===== src/sv/mexp_pkg.sv =====
package mexp_pkg;

	// Operand width; products fit in twice this.
	localparam int WIDTH = 32;
	localparam int PROD_W = 2 * WIDTH;
	localparam int CNT_W = $clog2(PROD_W);
	localparam int CFG_IDX_W = 8;
	localparam int PORT_W = 32;

	// Register indexes of the configuration port.
	localparam logic [CFG_IDX_W-1:0] REG_EXPONENT = CFG_IDX_W'(0);
	localparam logic [CFG_IDX_W-1:0] REG_MODULUS = CFG_IDX_W'(1);

	// Control shared by every cell of the reduction row.
	typedef struct packed {
		logic clr;
		logic sub;
	} cell_ctrl_t;

endpackage


===== src/sv/mexp_if.sv =====
interface mexp_in_if import mexp_pkg::*; ();
	logic valid;
	logic ready;
	logic [PORT_W-1:0] message_in;
	modport source (output valid, output message_in, input ready);
	modport sink (input valid, input message_in, output ready);
endinterface

interface mexp_out_if import mexp_pkg::*; ();
	logic valid;
	logic ready;
	logic [PORT_W-1:0] result_value;
	logic zero_modulus_error;
	modport source (output valid, output result_value, output zero_modulus_error, input ready);
	modport sink (input valid, input result_value, input zero_modulus_error, output ready);
endinterface

interface mexp_cfg_if import mexp_pkg::*; ();
	logic valid;
	logic ready;
	logic [CFG_IDX_W-1:0] index;
	logic [PORT_W-1:0] data;
	modport source (output valid, output index, output data, input ready);
	modport sink (input valid, input index, input data, output ready);
endinterface


===== src/sv/modular_exponentiation.sv =====
// Channel  Dir  Payload                                 Handshake
// msg      in   message_in                              valid / ready
// res      out  result_value, zero_modulus_error        valid / ready
// cfg      in   index, data (0 exponent, 1 modulus)     valid / ready (always ready)
//
// A request walks the exponent from its lowest bit up to its highest set bit. A set bit
// costs a multiply and a square, a clear bit a square only, and the multiply for the
// highest set bit ends the walk without a square.
// Each modular product is formed by the multiplier and then passes through the row of
// remainder cells, one product bit per cycle.
// A zero modulus goes from idle straight to the finish state with a flagged zero result;
// exponent zero goes from idle through the step state to the finish state. Reset (arst_n
// low) sets the exponent to one and the modulus to zero. A finished result stalls while
// the output register is still full.
module modular_exponentiation import mexp_pkg::*; (
	input  logic clk,
	input  logic arst_n,
	mexp_in_if.sink    msg,
	mexp_out_if.source res,
	mexp_cfg_if.sink   cfg
);

	typedef enum logic [2:0] {S_IDLE, S_STEP, S_RED, S_WB, S_FIN} state_t;
	typedef enum logic {OP_MUL, OP_SQR} op_t;

	state_t state_q;
	op_t op_q;

	// Configuration registers.
	logic [PORT_W-1:0] exp_cfg_q;
	logic [PORT_W-1:0] mod_cfg_q;

	// Working registers for the current request.
	logic [WIDTH-1:0] e_q;
	logic [WIDTH-1:0] base_q;
	logic [WIDTH-1:0] acc_q;
	logic [PROD_W-1:0] prod_q;
	logic [CNT_W-1:0] cnt_q;
	logic [WIDTH-1:0] fin_q;
	logic fin_err_q;

	// Output register.
	logic out_valid_q;
	logic [WIDTH-1:0] result_q;
	logic err_q;

	logic [WIDTH-1:0] mod_w;
	logic [WIDTH-1:0] mul_a;
	logic [PROD_W-1:0] mul_p;
	logic [WIDTH-1:0] rem;
	// The finished result moves into the output register in this cycle.
	logic fin_take;

	// The remainder row: WIDTH+1 cells, the top one catching the bit shifted
	// out of the remainder before the subtraction brings it back below the modulus.
	cell_ctrl_t ctrl;
	logic [WIDTH:0] cell_bit;
	logic [WIDTH+1:0] borrow;
	logic [WIDTH:0] cell_shift;
	logic [WIDTH:0] cell_mod;

	assign mod_w = mod_cfg_q[WIDTH-1:0];
	assign borrow[0] = 1'b0;
	assign cell_shift = {cell_bit[WIDTH-1:0], prod_q[PROD_W-1]};
	assign cell_mod = {1'b0, mod_w};
	assign ctrl.clr = (state_q != S_RED);
	// No borrow out of the top cell means the shifted remainder is at least the modulus.
	assign ctrl.sub = ~borrow[WIDTH+1];
	assign rem = cell_bit[WIDTH-1:0];

	for (genvar i = 0; i <= WIDTH; i++) begin : g_cell
		mexp_cell u_cell (
			.clk        (clk),
			.arst_n     (arst_n),
			.ctrl       (ctrl),
			.shift_in   (cell_shift[i]),
			.mod_bit    (cell_mod[i]),
			.borrow_in  (borrow[i]),
			.bit_out    (cell_bit[i]),
			.borrow_out (borrow[i+1])
		);
	end

	// The one multiplier: accumulator times base, or base squared.
	assign mul_a = (state_q == S_STEP && e_q[0]) ? acc_q : base_q;
	assign mul_p = mul_a * base_q;

	assign fin_take = (state_q == S_FIN) && (!out_valid_q || res.ready);

	assign msg.ready = (state_q == S_IDLE);
	assign cfg.ready = 1'b1;
	assign res.valid = out_valid_q;
	assign res.result_value = PORT_W'(result_q);
	assign res.zero_modulus_error = err_q;

	always_ff @(posedge clk or negedge arst_n) begin
		if (!arst_n) begin
			exp_cfg_q <= PORT_W'(1);
			mod_cfg_q <= '0;
		end else if (cfg.valid) begin
			if (cfg.index == REG_EXPONENT) begin
				exp_cfg_q <= cfg.data;
			end else if (cfg.index == REG_MODULUS) begin
				mod_cfg_q <= cfg.data;
			end
		end
	end

	always_ff @(posedge clk or negedge arst_n) begin
		if (!arst_n) begin
			state_q <= S_IDLE;
			op_q <= OP_MUL;
			out_valid_q <= 1'b0;
			result_q <= '0;
			err_q <= 1'b0;
			e_q <= '0;
			base_q <= '0;
			acc_q <= '0;
			prod_q <= '0;
			cnt_q <= '0;
			fin_q <= '0;
			fin_err_q <= 1'b0;
		end else begin
			if (fin_take) begin
				out_valid_q <= 1'b1;
			end else if (res.ready) begin
				out_valid_q <= 1'b0;
			end
			unique case (state_q)
				S_IDLE: begin
					if (msg.valid) begin
						if (mod_w == '0) begin
							fin_q <= '0;
							fin_err_q <= 1'b1;
							state_q <= S_FIN;
						end else begin
							base_q <= msg.message_in[WIDTH-1:0];
							acc_q <= WIDTH'(1);
							e_q <= exp_cfg_q[WIDTH-1:0];
							fin_err_q <= 1'b0;
							state_q <= S_STEP;
						end
					end
				end
				S_STEP: begin
					if (e_q == '0) begin
						// Exponent zero: the accumulator still holds an unreduced one.
						fin_q <= acc_q;
						state_q <= S_FIN;
					end else begin
						op_q <= e_q[0] ? OP_MUL : OP_SQR;
						prod_q <= mul_p;
						cnt_q <= '0;
						state_q <= S_RED;
					end
				end
				S_RED: begin
					prod_q <= prod_q << 1;
					cnt_q <= cnt_q + CNT_W'(1);
					if (cnt_q == CNT_W'(PROD_W - 1)) begin
						state_q <= S_WB;
					end
				end
				S_WB: begin
					if (op_q == OP_MUL) begin
						acc_q <= rem;
						if (e_q[WIDTH-1:1] == '0) begin
							fin_q <= rem;
							state_q <= S_FIN;
						end else begin
							op_q <= OP_SQR;
							prod_q <= mul_p;
							cnt_q <= '0;
							state_q <= S_RED;
						end
					end else begin
						base_q <= rem;
						e_q <= e_q >> 1;
						state_q <= S_STEP;
					end
				end
				S_FIN: begin
					if (fin_take) begin
						result_q <= fin_q;
						err_q <= fin_err_q;
						state_q <= S_IDLE;
					end
				end
				default: begin
					state_q <= S_IDLE;
				end
			endcase
		end
	end

`ifndef ASSERT_OFF
	// A flagged result always carries zero.
	a_err_zero: assert property (@(posedge clk) disable iff (!arst_n)
		res.valid && res.zero_modulus_error |-> res.result_value == '0)
		else $error("zero modulus result is not zero");

	// Every reduction leaves a remainder below the modulus.
	a_rem_range: assert property (@(posedge clk) disable iff (!arst_n)
		state_q == S_WB |-> rem < mod_w)
		else $error("remainder not below modulus");

	// A reduction always runs its full count before write-back.
	a_red_len: assert property (@(posedge clk) disable iff (!arst_n)
		state_q == S_WB |-> $past(state_q) == S_RED && $past(cnt_q) == CNT_W'(PROD_W - 1))
		else $error("write-back without a complete reduction");
`endif

endmodule


===== src/sv/mexp_cell.sv =====
// One bit of the partial remainder. Unless cleared, each cycle it takes its
// lower neighbour's bit (a shift left), subtracts its modulus bit with the
// rippling borrow and keeps the difference if the whole row says it fits.
module mexp_cell import mexp_pkg::*; (
	input  logic       clk,
	input  logic       arst_n,
	input  cell_ctrl_t ctrl,
	input  logic       shift_in,
	input  logic       mod_bit,
	input  logic       borrow_in,
	output logic       bit_out,
	output logic       borrow_out
);

	logic bit_q;
	logic diff;

	assign diff = shift_in ^ mod_bit ^ borrow_in;
	assign borrow_out = (~shift_in & mod_bit) | (~(shift_in ^ mod_bit) & borrow_in);
	assign bit_out = bit_q;

	always_ff @(posedge clk or negedge arst_n) begin
		if (!arst_n) begin
			bit_q <= 1'b0;
		end else if (ctrl.clr) begin
			bit_q <= 1'b0;
		end else begin
			bit_q <= ctrl.sub ? diff : shift_in;
		end
	end

endmodule

===== src/flat_wrapper.sv =====
// flat-port wrapper written by rule: the top's interface ports become plain ports
module modular_exponentiation_flat import mexp_pkg::*;
  (clk, arst_n, msg_valid, msg_message_in, msg_ready, res_valid, res_result_value, res_zero_modulus_error, res_ready, cfg_valid, cfg_index, cfg_data, cfg_ready);
  mexp_in_if msg_i ();
  mexp_out_if res_i ();
  mexp_cfg_if cfg_i ();
  input  logic clk;
  input  logic arst_n;
  input wire logic [$bits(msg_i.valid)-1:0] msg_valid;
  input wire logic [$bits(msg_i.message_in)-1:0] msg_message_in;
  output wire logic [$bits(msg_i.ready)-1:0] msg_ready;
  output wire logic [$bits(res_i.valid)-1:0] res_valid;
  output wire logic [$bits(res_i.result_value)-1:0] res_result_value;
  output wire logic [$bits(res_i.zero_modulus_error)-1:0] res_zero_modulus_error;
  input wire logic [$bits(res_i.ready)-1:0] res_ready;
  input wire logic [$bits(cfg_i.valid)-1:0] cfg_valid;
  input wire logic [$bits(cfg_i.index)-1:0] cfg_index;
  input wire logic [$bits(cfg_i.data)-1:0] cfg_data;
  output wire logic [$bits(cfg_i.ready)-1:0] cfg_ready;
  assign msg_i.valid = msg_valid;
  assign msg_i.message_in = msg_message_in;
  assign msg_ready = msg_i.ready;
  assign res_valid = res_i.valid;
  assign res_result_value = res_i.result_value;
  assign res_zero_modulus_error = res_i.zero_modulus_error;
  assign res_i.ready = res_ready;
  assign cfg_i.valid = cfg_valid;
  assign cfg_i.index = cfg_index;
  assign cfg_i.data = cfg_data;
  assign cfg_ready = cfg_i.ready;
  modular_exponentiation u_core (.clk(clk), .arst_n(arst_n), .msg(msg_i), .res(res_i), .cfg(cfg_i));
endmodule

===== config.mk =====
export PLATFORM = sky130hd
export DESIGN_NAME = modular_exponentiation_flat
export DESIGN_NICKNAME = d
export VERILOG_FILES = /design/src/sv/mexp_pkg.sv /design/src/sv/mexp_if.sv /design/src/sv/modular_exponentiation.sv /design/src/sv/mexp_cell.sv /design/src/flat_wrapper.sv
export SDC_FILE = /design/constraint.sdc
export NUM_CORES = 2
export LEC_CHECK = 0
export BUFFER_PORTS_ARGS = -buffer_cell sky130_fd_sc_hd__buf_2
export CAP_MARGIN = 15
export CORE_MARGIN = 1
export CORE_UTILIZATION = 45
export CTS_CLUSTER_SIZE = 24
export DETAILED_ROUTE_END_ITERATION = 8
export GPL_TIMING_DRIVEN = 0
export PLACE_DENSITY = 0.59
export SETUP_SLACK_MARGIN = 0.1
export SYNTH_ARGS = -nofsm -noshare
export SYNTH_HDL_FRONTEND = slang
export SYNTH_HIERARCHICAL = 1
export SYNTH_SLANG_ARGS = --single-unit

===== constraint.sdc =====
create_clock -name clk -period 18.6 [get_ports clk]
set_input_delay 0.93 -clock clk [delete_from_list [all_inputs] [get_ports clk]]
set_output_delay 0.93 -clock clk [all_outputs]
set_load 0.02 [all_outputs]

Word level (Yosys, flattened, before mapping)
Cells that the tools add are included.
{"block": "totals", "ram_bits": 0, "out_inout_bits": 36, "n_memories": 0, "latchBits": 0, "rom_bits": 0, "input_bits": 77, "elab_cells": 420, "register_bits": 333}
{"block": "op_classes", "n_eq_ne": 18, "bitwise_logic": 223, "mul": 1, "n_shift": 0, "div": 0, "reduce_logical": 24, "n_lt_le_gt_ge": 0, "muxes": 107, "addsub": 1}
{"cell": "2-to-1 mux 32 bit", "count": 15}
{"cell": "2-to-1 mux 64 bit", "count": 3}
{"cell": "case mux 32 bit (2 select lines)", "count": 3}
{"cell": "case mux 64 bit (3 select lines)", "count": 1}
{"cell": "case mux 32 bit (3 select lines)", "count": 1}
{"cell": "2-to-1 mux 1 bit", "count": 71}
{"cell": "inverter 1 bit", "count": 65}
{"cell": "AND 1 bit", "count": 64}
{"cell": "logical NOT 32 bit", "count": 2}
{"cell": "multiplier 32 x 32 -> 64 bit", "count": 1}
{"cell": "XOR 1 bit", "count": 63}
{"cell": "logical NOT 31 bit", "count": 1}
{"cell": "bitwise OR 1 bit", "count": 31}
{"cell": "2-to-1 mux 3 bit", "count": 7}
{"cell": "2-to-1 mux 6 bit", "count": 3}
{"cell": "case mux 6 bit (3 select lines)", "count": 1}
{"cell": "case mux 3 bit (5 select lines)", "count": 1}
{"cell": "!= test 2 bit (second input constant)", "count": 6}
{"cell": "AND reduction 4 bit", "count": 3}
{"cell": "!= test 2 x 1 -> 1 bit (second input constant)", "count": 5}
{"cell": "== test 8 x 1 -> 1 bit (second input constant)", "count": 1}
{"cell": "logical NOT 8 bit", "count": 1}
{"cell": "AND reduction 2 bit", "count": 4}
{"cell": "adder 6 x 1 -> 6 bit (second input constant)", "count": 1}
{"cell": "14 further kinds", "count": 20}

Logic depth before layout (Yosys ltp)
{"block": "depth", "depth_word": 67, "depth_mapped": 37}

Cells and area by module
The synthesis kept the hierarchy.
{"module": "modular_exponentiation", "n_inst": 1, "cells_each": 4830, "seq_area_each_um2": 7533.5, "area_each_um2": 46228.1}
{"module": "mexp_cell", "n_inst": 33, "cells_each": 5, "seq_area_each_um2": 25.0, "area_each_um2": 60.1}

Least setup slack after synthesis
OpenSTA, ideal clock, no wires.
{"block": "synth_path", "path_type": "register to register", "startpoint": "register u_core.prod_q[63]", "endpoint": "register u_core.g_cell[0].u_cell.bit_q", "setup_ns": 0.105, "path_buffers": 0, "path_slack_ns": 4.290, "arrival_ns": 14.204, "stages_incl_launch_ff": 38, "synth_period_minus_slack_ns": 14.310, "cell_sequence": "dfrtp_1 -> inv_1 -> fa_1 -> fa_1 -> fa_1 -> fa_1 -> fa_1 -> fa_1 -> fa_1 -> fa_1 -> fa_1 -> fa_1 -> fa_1 -> fa_1 -> fa_1 -> fa_1 -> fa_1 -> fa_1 -> [... 2 more ...] -> fa_1 -> fa_1 -> fa_1 -> fa_1 -> fa_1 -> fa_1 -> fa_1 -> fa_1 -> fa_1 -> fa_1 -> fa_1 -> fa_1 -> fa_1 -> fa_1 -> fa_1 -> inv_1 -> nor2_1 -> a211oi_1"}
{"block": "synth_between", "elab_chain_len": 67, "elab_cells_between_ends": 68}
{"item": "start: declaration", "line": "modular_exponentiation.sv:37", "text": "logic [PROD_W-1:0] prod_q;"}
{"item": "start signal: assignment", "line": "modular_exponentiation.sv:152", "text": "prod_q <= mul_p;"}
{"item": "start signal: assignment", "line": "modular_exponentiation.sv:158", "text": "prod_q <= prod_q << 1;"}
{"item": "start signal: assignment", "line": "modular_exponentiation.sv:172", "text": "prod_q <= mul_p;"}
{"item": "inverter 1 bit", "line": "mexp_cell.sv:19", "text": "assign borrow_out = (~shift_in & mod_bit) | (~(shift_in ^ mod_bit) & borrow_in);"}
{"item": "AND 1 bit", "line": "mexp_cell.sv:19"}
{"item": "via u_core.borrow[1]", "line": "modular_exponentiation.sv:58", "text": "logic [WIDTH+1:0] borrow;"}
{"item": "AND 1 bit", "line": "mexp_cell.sv:19"}
{"item": "bitwise OR 1 bit", "line": "mexp_cell.sv:19"}
{"item": "via u_core.borrow[2]", "line": "modular_exponentiation.sv:58"}
{"item": "AND 1 bit", "line": "mexp_cell.sv:19"}
{"item": "bitwise OR 1 bit", "line": "mexp_cell.sv:19"}
{"item": "via u_core.borrow[3]", "line": "modular_exponentiation.sv:58"}
{"item": "[... 2 more ...]"}
{"item": "via u_core.borrow[4]", "line": "modular_exponentiation.sv:58"}
{"item": "[... 2 more ...]"}
{"item": "via u_core.borrow[5]", "line": "modular_exponentiation.sv:58"}
{"item": "[... 2 more ...]"}
{"item": "via u_core.borrow[6]", "line": "modular_exponentiation.sv:58"}
{"item": "[... 2 more ...]"}
{"item": "via u_core.borrow[7]", "line": "modular_exponentiation.sv:58"}
{"item": "[... 2 more ...]"}
{"item": "via u_core.borrow[8]", "line": "modular_exponentiation.sv:58"}
{"item": "[... 2 more ...]"}
{"item": "via u_core.borrow[9]", "line": "modular_exponentiation.sv:58"}
{"item": "[... 2 more ...]"}
{"item": "via u_core.borrow[10]", "line": "modular_exponentiation.sv:58"}
{"item": "[... 2 more ...]"}
{"item": "via u_core.borrow[11]", "line": "modular_exponentiation.sv:58"}
{"item": "[... 2 more ...]"}
{"item": "via u_core.borrow[12]", "line": "modular_exponentiation.sv:58"}
{"item": "[... 2 more ...]"}
{"item": "via u_core.borrow[13]", "line": "modular_exponentiation.sv:58"}
{"item": "[... 2 more ...]"}
{"item": "via u_core.borrow[14]", "line": "modular_exponentiation.sv:58"}
{"item": "[... 2 more ...]"}
{"item": "via u_core.borrow[15]", "line": "modular_exponentiation.sv:58"}
{"item": "[... 2 more ...]"}
{"item": "via u_core.borrow[16]", "line": "modular_exponentiation.sv:58"}
{"item": "[... 2 more ...]"}
{"item": "via u_core.borrow[17]", "line": "modular_exponentiation.sv:58"}
{"item": "[... 2 more ...]"}
{"item": "via u_core.borrow[18]", "line": "modular_exponentiation.sv:58"}
{"item": "[... 2 more ...]"}
{"item": "via u_core.borrow[19]", "line": "modular_exponentiation.sv:58"}
{"item": "[... 2 more ...]"}
{"item": "via u_core.borrow[20]", "line": "modular_exponentiation.sv:58"}
{"item": "[... 2 more ...]"}
{"item": "via u_core.borrow[21]", "line": "modular_exponentiation.sv:58"}
{"item": "[... 2 more ...]"}
{"item": "via u_core.borrow[22]", "line": "modular_exponentiation.sv:58"}
{"item": "[... 2 more ...]"}
{"item": "via u_core.borrow[23]", "line": "modular_exponentiation.sv:58"}
{"item": "[... 2 more ...]"}
{"item": "via u_core.borrow[24]", "line": "modular_exponentiation.sv:58"}
{"item": "[... 2 more ...]"}
{"item": "via u_core.borrow[25]", "line": "modular_exponentiation.sv:58"}
{"item": "[... 2 more ...]"}
{"item": "via u_core.borrow[26]", "line": "modular_exponentiation.sv:58"}
{"item": "[... 2 more ...]"}
{"item": "via u_core.borrow[27]", "line": "modular_exponentiation.sv:58"}
{"item": "[... 2 more ...]"}
{"item": "via u_core.borrow[28]", "line": "modular_exponentiation.sv:58"}
{"item": "[... 2 more ...]"}
{"item": "via u_core.borrow[29]", "line": "modular_exponentiation.sv:58"}
{"item": "[... 2 more ...]"}
{"item": "via u_core.borrow[30]", "line": "modular_exponentiation.sv:58"}
{"item": "[... 2 more ...]"}
{"item": "via u_core.borrow[31]", "line": "modular_exponentiation.sv:58"}
{"item": "AND 1 bit", "line": "mexp_cell.sv:19"}
{"item": "bitwise OR 1 bit", "line": "mexp_cell.sv:19"}
{"item": "via u_core.borrow[32]", "line": "modular_exponentiation.sv:58"}
{"item": "AND 1 bit", "line": "mexp_cell.sv:19"}
{"item": "via u_core.borrow[33]", "line": "modular_exponentiation.sv:58"}
{"item": "2-to-1 mux 1 bit", "line": "mexp_cell.sv:28", "text": "bit_q <= ctrl.sub ? diff : shift_in;"}
{"item": "2-to-1 mux 1 bit", "line": "mexp_cell.sv:25", "text": "end else if (ctrl.clr) begin"}
{"item": "end signal: assignment", "line": "mexp_cell.sv:28"}
{"item": "end: declaration", "line": "mexp_cell.sv:15", "text": "logic bit_q;"}
The timed path passes the listed nets, and every way through them passes these cells.
A chain may end at the register's enable or synchronous reset.

Worst setup path in the final report
{"block": "layout_path", "startpoint": "register u_core.prod_q[63]", "endpoint": "register u_core.g_cell[15].u_cell.bit_q"}
{"block": "layout_between", "elab_chain_len": 67, "elab_cells_between_ends": 68}
{"item": "inverter 1 bit", "line": "mexp_cell.sv:19"}
{"item": "AND 1 bit", "line": "mexp_cell.sv:19"}
{"item": "via u_core.borrow[1]", "line": "modular_exponentiation.sv:58"}
{"item": "AND 1 bit", "line": "mexp_cell.sv:19"}
{"item": "bitwise OR 1 bit", "line": "mexp_cell.sv:19"}
{"item": "via u_core.borrow[2]", "line": "modular_exponentiation.sv:58"}
{"item": "AND 1 bit", "line": "mexp_cell.sv:19"}
{"item": "bitwise OR 1 bit", "line": "mexp_cell.sv:19"}
{"item": "via u_core.borrow[3]", "line": "modular_exponentiation.sv:58"}
{"item": "[... 2 more ...]"}
{"item": "via u_core.borrow[4]", "line": "modular_exponentiation.sv:58"}
{"item": "[... 2 more ...]"}
{"item": "via u_core.borrow[5]", "line": "modular_exponentiation.sv:58"}
{"item": "[... 2 more ...]"}
{"item": "via u_core.borrow[6]", "line": "modular_exponentiation.sv:58"}
{"item": "[... 2 more ...]"}
{"item": "via u_core.borrow[7]", "line": "modular_exponentiation.sv:58"}
{"item": "[... 2 more ...]"}
{"item": "via u_core.borrow[8]", "line": "modular_exponentiation.sv:58"}
{"item": "[... 2 more ...]"}
{"item": "via u_core.borrow[9]", "line": "modular_exponentiation.sv:58"}
{"item": "[... 2 more ...]"}
{"item": "via u_core.borrow[10]", "line": "modular_exponentiation.sv:58"}
{"item": "[... 2 more ...]"}
{"item": "via u_core.borrow[11]", "line": "modular_exponentiation.sv:58"}
{"item": "[... 2 more ...]"}
{"item": "via u_core.borrow[12]", "line": "modular_exponentiation.sv:58"}
{"item": "[... 2 more ...]"}
{"item": "via u_core.borrow[13]", "line": "modular_exponentiation.sv:58"}
{"item": "[... 2 more ...]"}
{"item": "via u_core.borrow[14]", "line": "modular_exponentiation.sv:58"}
{"item": "[... 2 more ...]"}
{"item": "via u_core.borrow[15]", "line": "modular_exponentiation.sv:58"}
{"item": "[... 2 more ...]"}
{"item": "via u_core.borrow[16]", "line": "modular_exponentiation.sv:58"}
{"item": "[... 2 more ...]"}
{"item": "via u_core.borrow[17]", "line": "modular_exponentiation.sv:58"}
{"item": "[... 2 more ...]"}
{"item": "via u_core.borrow[18]", "line": "modular_exponentiation.sv:58"}
{"item": "[... 2 more ...]"}
{"item": "via u_core.borrow[19]", "line": "modular_exponentiation.sv:58"}
{"item": "[... 2 more ...]"}
{"item": "via u_core.borrow[20]", "line": "modular_exponentiation.sv:58"}
{"item": "[... 2 more ...]"}
{"item": "via u_core.borrow[21]", "line": "modular_exponentiation.sv:58"}
{"item": "[... 2 more ...]"}
{"item": "via u_core.borrow[22]", "line": "modular_exponentiation.sv:58"}
{"item": "[... 2 more ...]"}
{"item": "via u_core.borrow[23]", "line": "modular_exponentiation.sv:58"}
{"item": "[... 2 more ...]"}
{"item": "via u_core.borrow[24]", "line": "modular_exponentiation.sv:58"}
{"item": "[... 2 more ...]"}
{"item": "via u_core.borrow[25]", "line": "modular_exponentiation.sv:58"}
{"item": "[... 2 more ...]"}
{"item": "via u_core.borrow[26]", "line": "modular_exponentiation.sv:58"}
{"item": "[... 2 more ...]"}
{"item": "via u_core.borrow[27]", "line": "modular_exponentiation.sv:58"}
{"item": "[... 2 more ...]"}
{"item": "via u_core.borrow[28]", "line": "modular_exponentiation.sv:58"}
{"item": "[... 2 more ...]"}
{"item": "via u_core.borrow[29]", "line": "modular_exponentiation.sv:58"}
{"item": "[... 2 more ...]"}
{"item": "via u_core.borrow[30]", "line": "modular_exponentiation.sv:58"}
{"item": "[... 2 more ...]"}
{"item": "via u_core.borrow[31]", "line": "modular_exponentiation.sv:58"}
{"item": "AND 1 bit", "line": "mexp_cell.sv:19"}
{"item": "bitwise OR 1 bit", "line": "mexp_cell.sv:19"}
{"item": "via u_core.borrow[32]", "line": "modular_exponentiation.sv:58"}
{"item": "AND 1 bit", "line": "mexp_cell.sv:19"}
{"item": "via u_core.borrow[33]", "line": "modular_exponentiation.sv:58"}
{"item": "2-to-1 mux 1 bit", "line": "mexp_cell.sv:28"}
{"item": "2-to-1 mux 1 bit", "line": "mexp_cell.sv:25"}
{"item": "end signal: assignment", "line": "mexp_cell.sv:28"}
{"item": "end: declaration", "line": "mexp_cell.sv:15"}
The timed path passes the listed nets, and every way through them passes these cells.

==> impl_summary.log <==
[metrics] Num CTS Buffers: 36
[metrics] reg-to-reg slack, setup: 3.60 ns
[metrics] combined area of all synthesized cells: 48,200 sq um
[metrics] startpoint of the worst-slack reg-to-reg timing path: u_core/prod_q[63]
[metrics] leading cell types in the layout, fill and taps excluded: sky130_fd_sc_hd__fa_1 (929), sky130_fd_sc_hd__inv_1 (886), sky130_fd_sc_hd__nand2_1 (662)
[metrics] Boundary Pins: 113
[metrics] Worst Path Required: 19.05 ns
[metrics] area of the core: 106,000 sq um
[metrics] power share of the combinational group: 9.5%
[metrics] mean cell area of the mapped netlist: 9.65 sq um
[metrics] clock slew seen by the registers of the worst setup and hold paths: 0.06 ns
[metrics] full die area: 108,000 sq um
[metrics] buffer cell driving the clock tree root: sky130_fd_sc_hd__clkbuf_16
[metrics] achievable frequency: 0.0667 GHz
[metrics] setup total negative slack: 0 ns
[metrics] vertical extent of the die: 329 microns
[metrics] detailed-route vias per instance: 5.65
[metrics] Max Fanout on Critical Path: 64
[metrics] Post-CTS Setup Bufs: 0
[metrics] row count: 119
[metrics] # nets final: 6,420
[metrics] area used by multi-input combinational logic: 35,300 sq um
[metrics] routed via count: 37,103
[metrics] cell area after layout: 51,900 sq um
[metrics] relative area change from synthesis to final layout: 7.66%
[metrics] dpl hpwl: 152 mm
[metrics] number of antenna violations at the first check in global routing: 26
[metrics] buffer depth of the longest clock path: 3
[metrics] Setup violations, final: 0
[metrics] result of the run: finished, final reports clean
[metrics] Filler Cells Inserted: 10,136
[metrics] clock latency at the later pin of the worst-skew pair: 0.56 ns
[metrics] number of design-rule violations left by the first detailed-router iteration: 3,505
[metrics] placed cell area: 50,600 sq um
[metrics] pin count of the biggest net entering global routing: 110
[metrics] CTS tree: built
[metrics] share of the cycle needed by the critical path after routing: 80.6%
[metrics] worst path arrival time: 15.46 ns
[metrics] fraction of final layout cells with drive strength greater than 1: 6.77%
[metrics] clock tree skew after final layout: 0.0160 ns
[metrics] routed wire length: 185 mm
[metrics] startpoint kind of the worst setup timing path: register
[metrics] pwr dens: 33.2 nW/um^2
[metrics] initial core utilization: 45.6%
[metrics] Hold Violations, Final: 0
[metrics] switching component of the power: 0.471 mW
[metrics] endpoint of the worst register-to-register path: u_core/g_cell[15].u_cell/bit_out
[metrics] worst vdd ir: 83.5 uV
[metrics] register cell area after layout: 8330 sq um
[metrics] Gate Count Post-Synth: 4,992
[metrics] die span in x: 329 microns
[metrics] total global routing overflow: 0
[metrics] warning count from the yosys run: 6
[metrics] cell at the slowest stage of the critical path: sky130_fd_sc_hd__inv_2
[metrics] number of nets with antenna violations after routing: 0
[metrics] CP endpoint kind: register
[metrics] I/O Buffers: 111
[metrics] class of the tightest hold or removal check: input pin to asynchronous set/reset pin
[metrics] Setup CP Type: register to register
[metrics] vias in the first global route: 39,600
[metrics] worst-case reg-to-reg path depth: 37
[metrics] first-pass GRT wire length: 274 mm
[metrics] hold bufs inserted after CTS: 0
[metrics] number of remaining DRC errors: 0
[metrics] leakage power figure: 26.8 nW
[metrics] minimum clock period after layout: 15.00 ns
[metrics] worst slew pin tran: 1.34 ns
[metrics] iteration count of the initial detailed-routing pass: 6
[metrics] post-route core utilization: 49.1%
[metrics] Max-slew headroom: 10.9%
[metrics] Clock Sinks: 333
[metrics] most common cell after layout, fill and taps aside: sky130_fd_sc_hd__fa_1
[metrics] setup repair after global routing missed its margin: no
[metrics] fraction of power consumed by the clock network: 42.8%
[metrics] switching share of power: 27.3%
[metrics] Max-cap violations: 0
[metrics] Slowest Stage Delay on Critical Path: 0.71 ns
[metrics] final max-slew violation count: 0
[metrics] H-Tree Level Count: 2
[metrics] routed length per placed instance: 28.2 microns
[metrics] cell count after placement: 6,501
[metrics] timing endpoint of the critical path: u_core/g_cell[15].u_cell/bit_out
[metrics] Gates resized, CTS repair: 0
[metrics] routability congestion estimate from global placement: 1.05
[metrics] CP dominant cell by count: sky130_fd_sc_hd__fa_1
[metrics] start point of the critical path: u_core/prod_q[63]
[metrics] global-route total usage across every layer: 35.4%
[metrics] Internal Power: 1.25 mW
[metrics] fraction of power consumed by sequential logic: 47.8%
[metrics] non-filler instance count after layout: 6,571
critical path, delay by kind of cell (launching register included):
kind | cells | cell delay (ns)
AO/OA/AOI/OAI | 1 | 0.27
adder cells (fa/ha/maj) | 33 | 13.20
buffers and inverters | 2 | 0.81
flip-flops | 1 | 0.47
AND/OR/NAND/NOR | 1 | 0.12
per-stage QoR:
step	power (mW)	hold slack, ns	worst slack, ns
floorplan	0.912	0.445	4.32
global placement	0.989	0.462	3.22
detailed placement	0.997	0.469	3.66
CTS	1.74	0.285	3.67
global route	1.79	0.309	3.07
finish	1.72	0.302	3.60
area by class of cell:
class,instances,area share (%)
Buffer,307,2.32
Sequential cell,333,16.1
Clock inverter,14,0.338
Multi-Input combinational cell,3465,68.1
Timing Repair Buffer,119,1.40
Tap cell,1391,3.36
Inverter,888,6.43
Clock buffer,47,1.97
Antenna cell,7,0.0338
registers in the layout, summed over array words and instances, names as in the netlist:
register,count
u_core/fin_err_q,1
u_core/fin_q,32
u_core/prod_q,64
u_core/acc_q,32
u_core/g_cell.u_cell/bit_out,32
u_core/state_q,3
u_core/base_q,32
u_core/res.valid,1
u_core/res.result_value,32
u_core/e_q,32
u_core/res.zero_modulus_error,1
u_core/exp_cfg_q,32
u_core/cnt_q,6
u_core/mod_cfg_q,32
u_core/op_q,1
how the worst min path moves through the flow:
stage,startpoint,endpoint
2_1_floorplan,u_core/fin_q[0],u_core/fin_q[0]
3_3_place_gp,u_core/fin_q[31],u_core/fin_q[31]
3_5_place_dp,u_core/fin_q[31],u_core/fin_q[31]
4_1_cts,arst_n,u_core/e_q[11]
5_1_grt,arst_n,u_core/e_q[9]
6_report,arst_n,u_core/exp_cfg_q[10]
power by group through the flow:
| stage | registers [mW] | logic (mW) | clock network [mW] |
|---|---|---|---|
| 2_1_floorplan | 0.803 | 0.109 | 0 |
| 3_3_place_gp | 0.831 | 0.158 | 0 |
| 3_5_place_dp | 0.831 | 0.166 | 0 |
| 4_1_cts | 0.818 | 0.166 | 0.756 |
| 5_1_grt | 0.825 | 0.188 | 0.780 |
| 6_report | 0.822 | 0.163 | 0.736 |
metal layers:
layer | vias to the layer above | track usage [%] | part of all wire, %
met5 | - | 0 | 0.045
met4 | 14 | 20.2 | 7.0
met3 | 446 | 6.48 | 8.3
met2 | 1693 | 55.4 | 45
met1 | 19317 | 46.4 | 40
li1 | 15633 | - | -
Power figures use the tool's default switching activity.
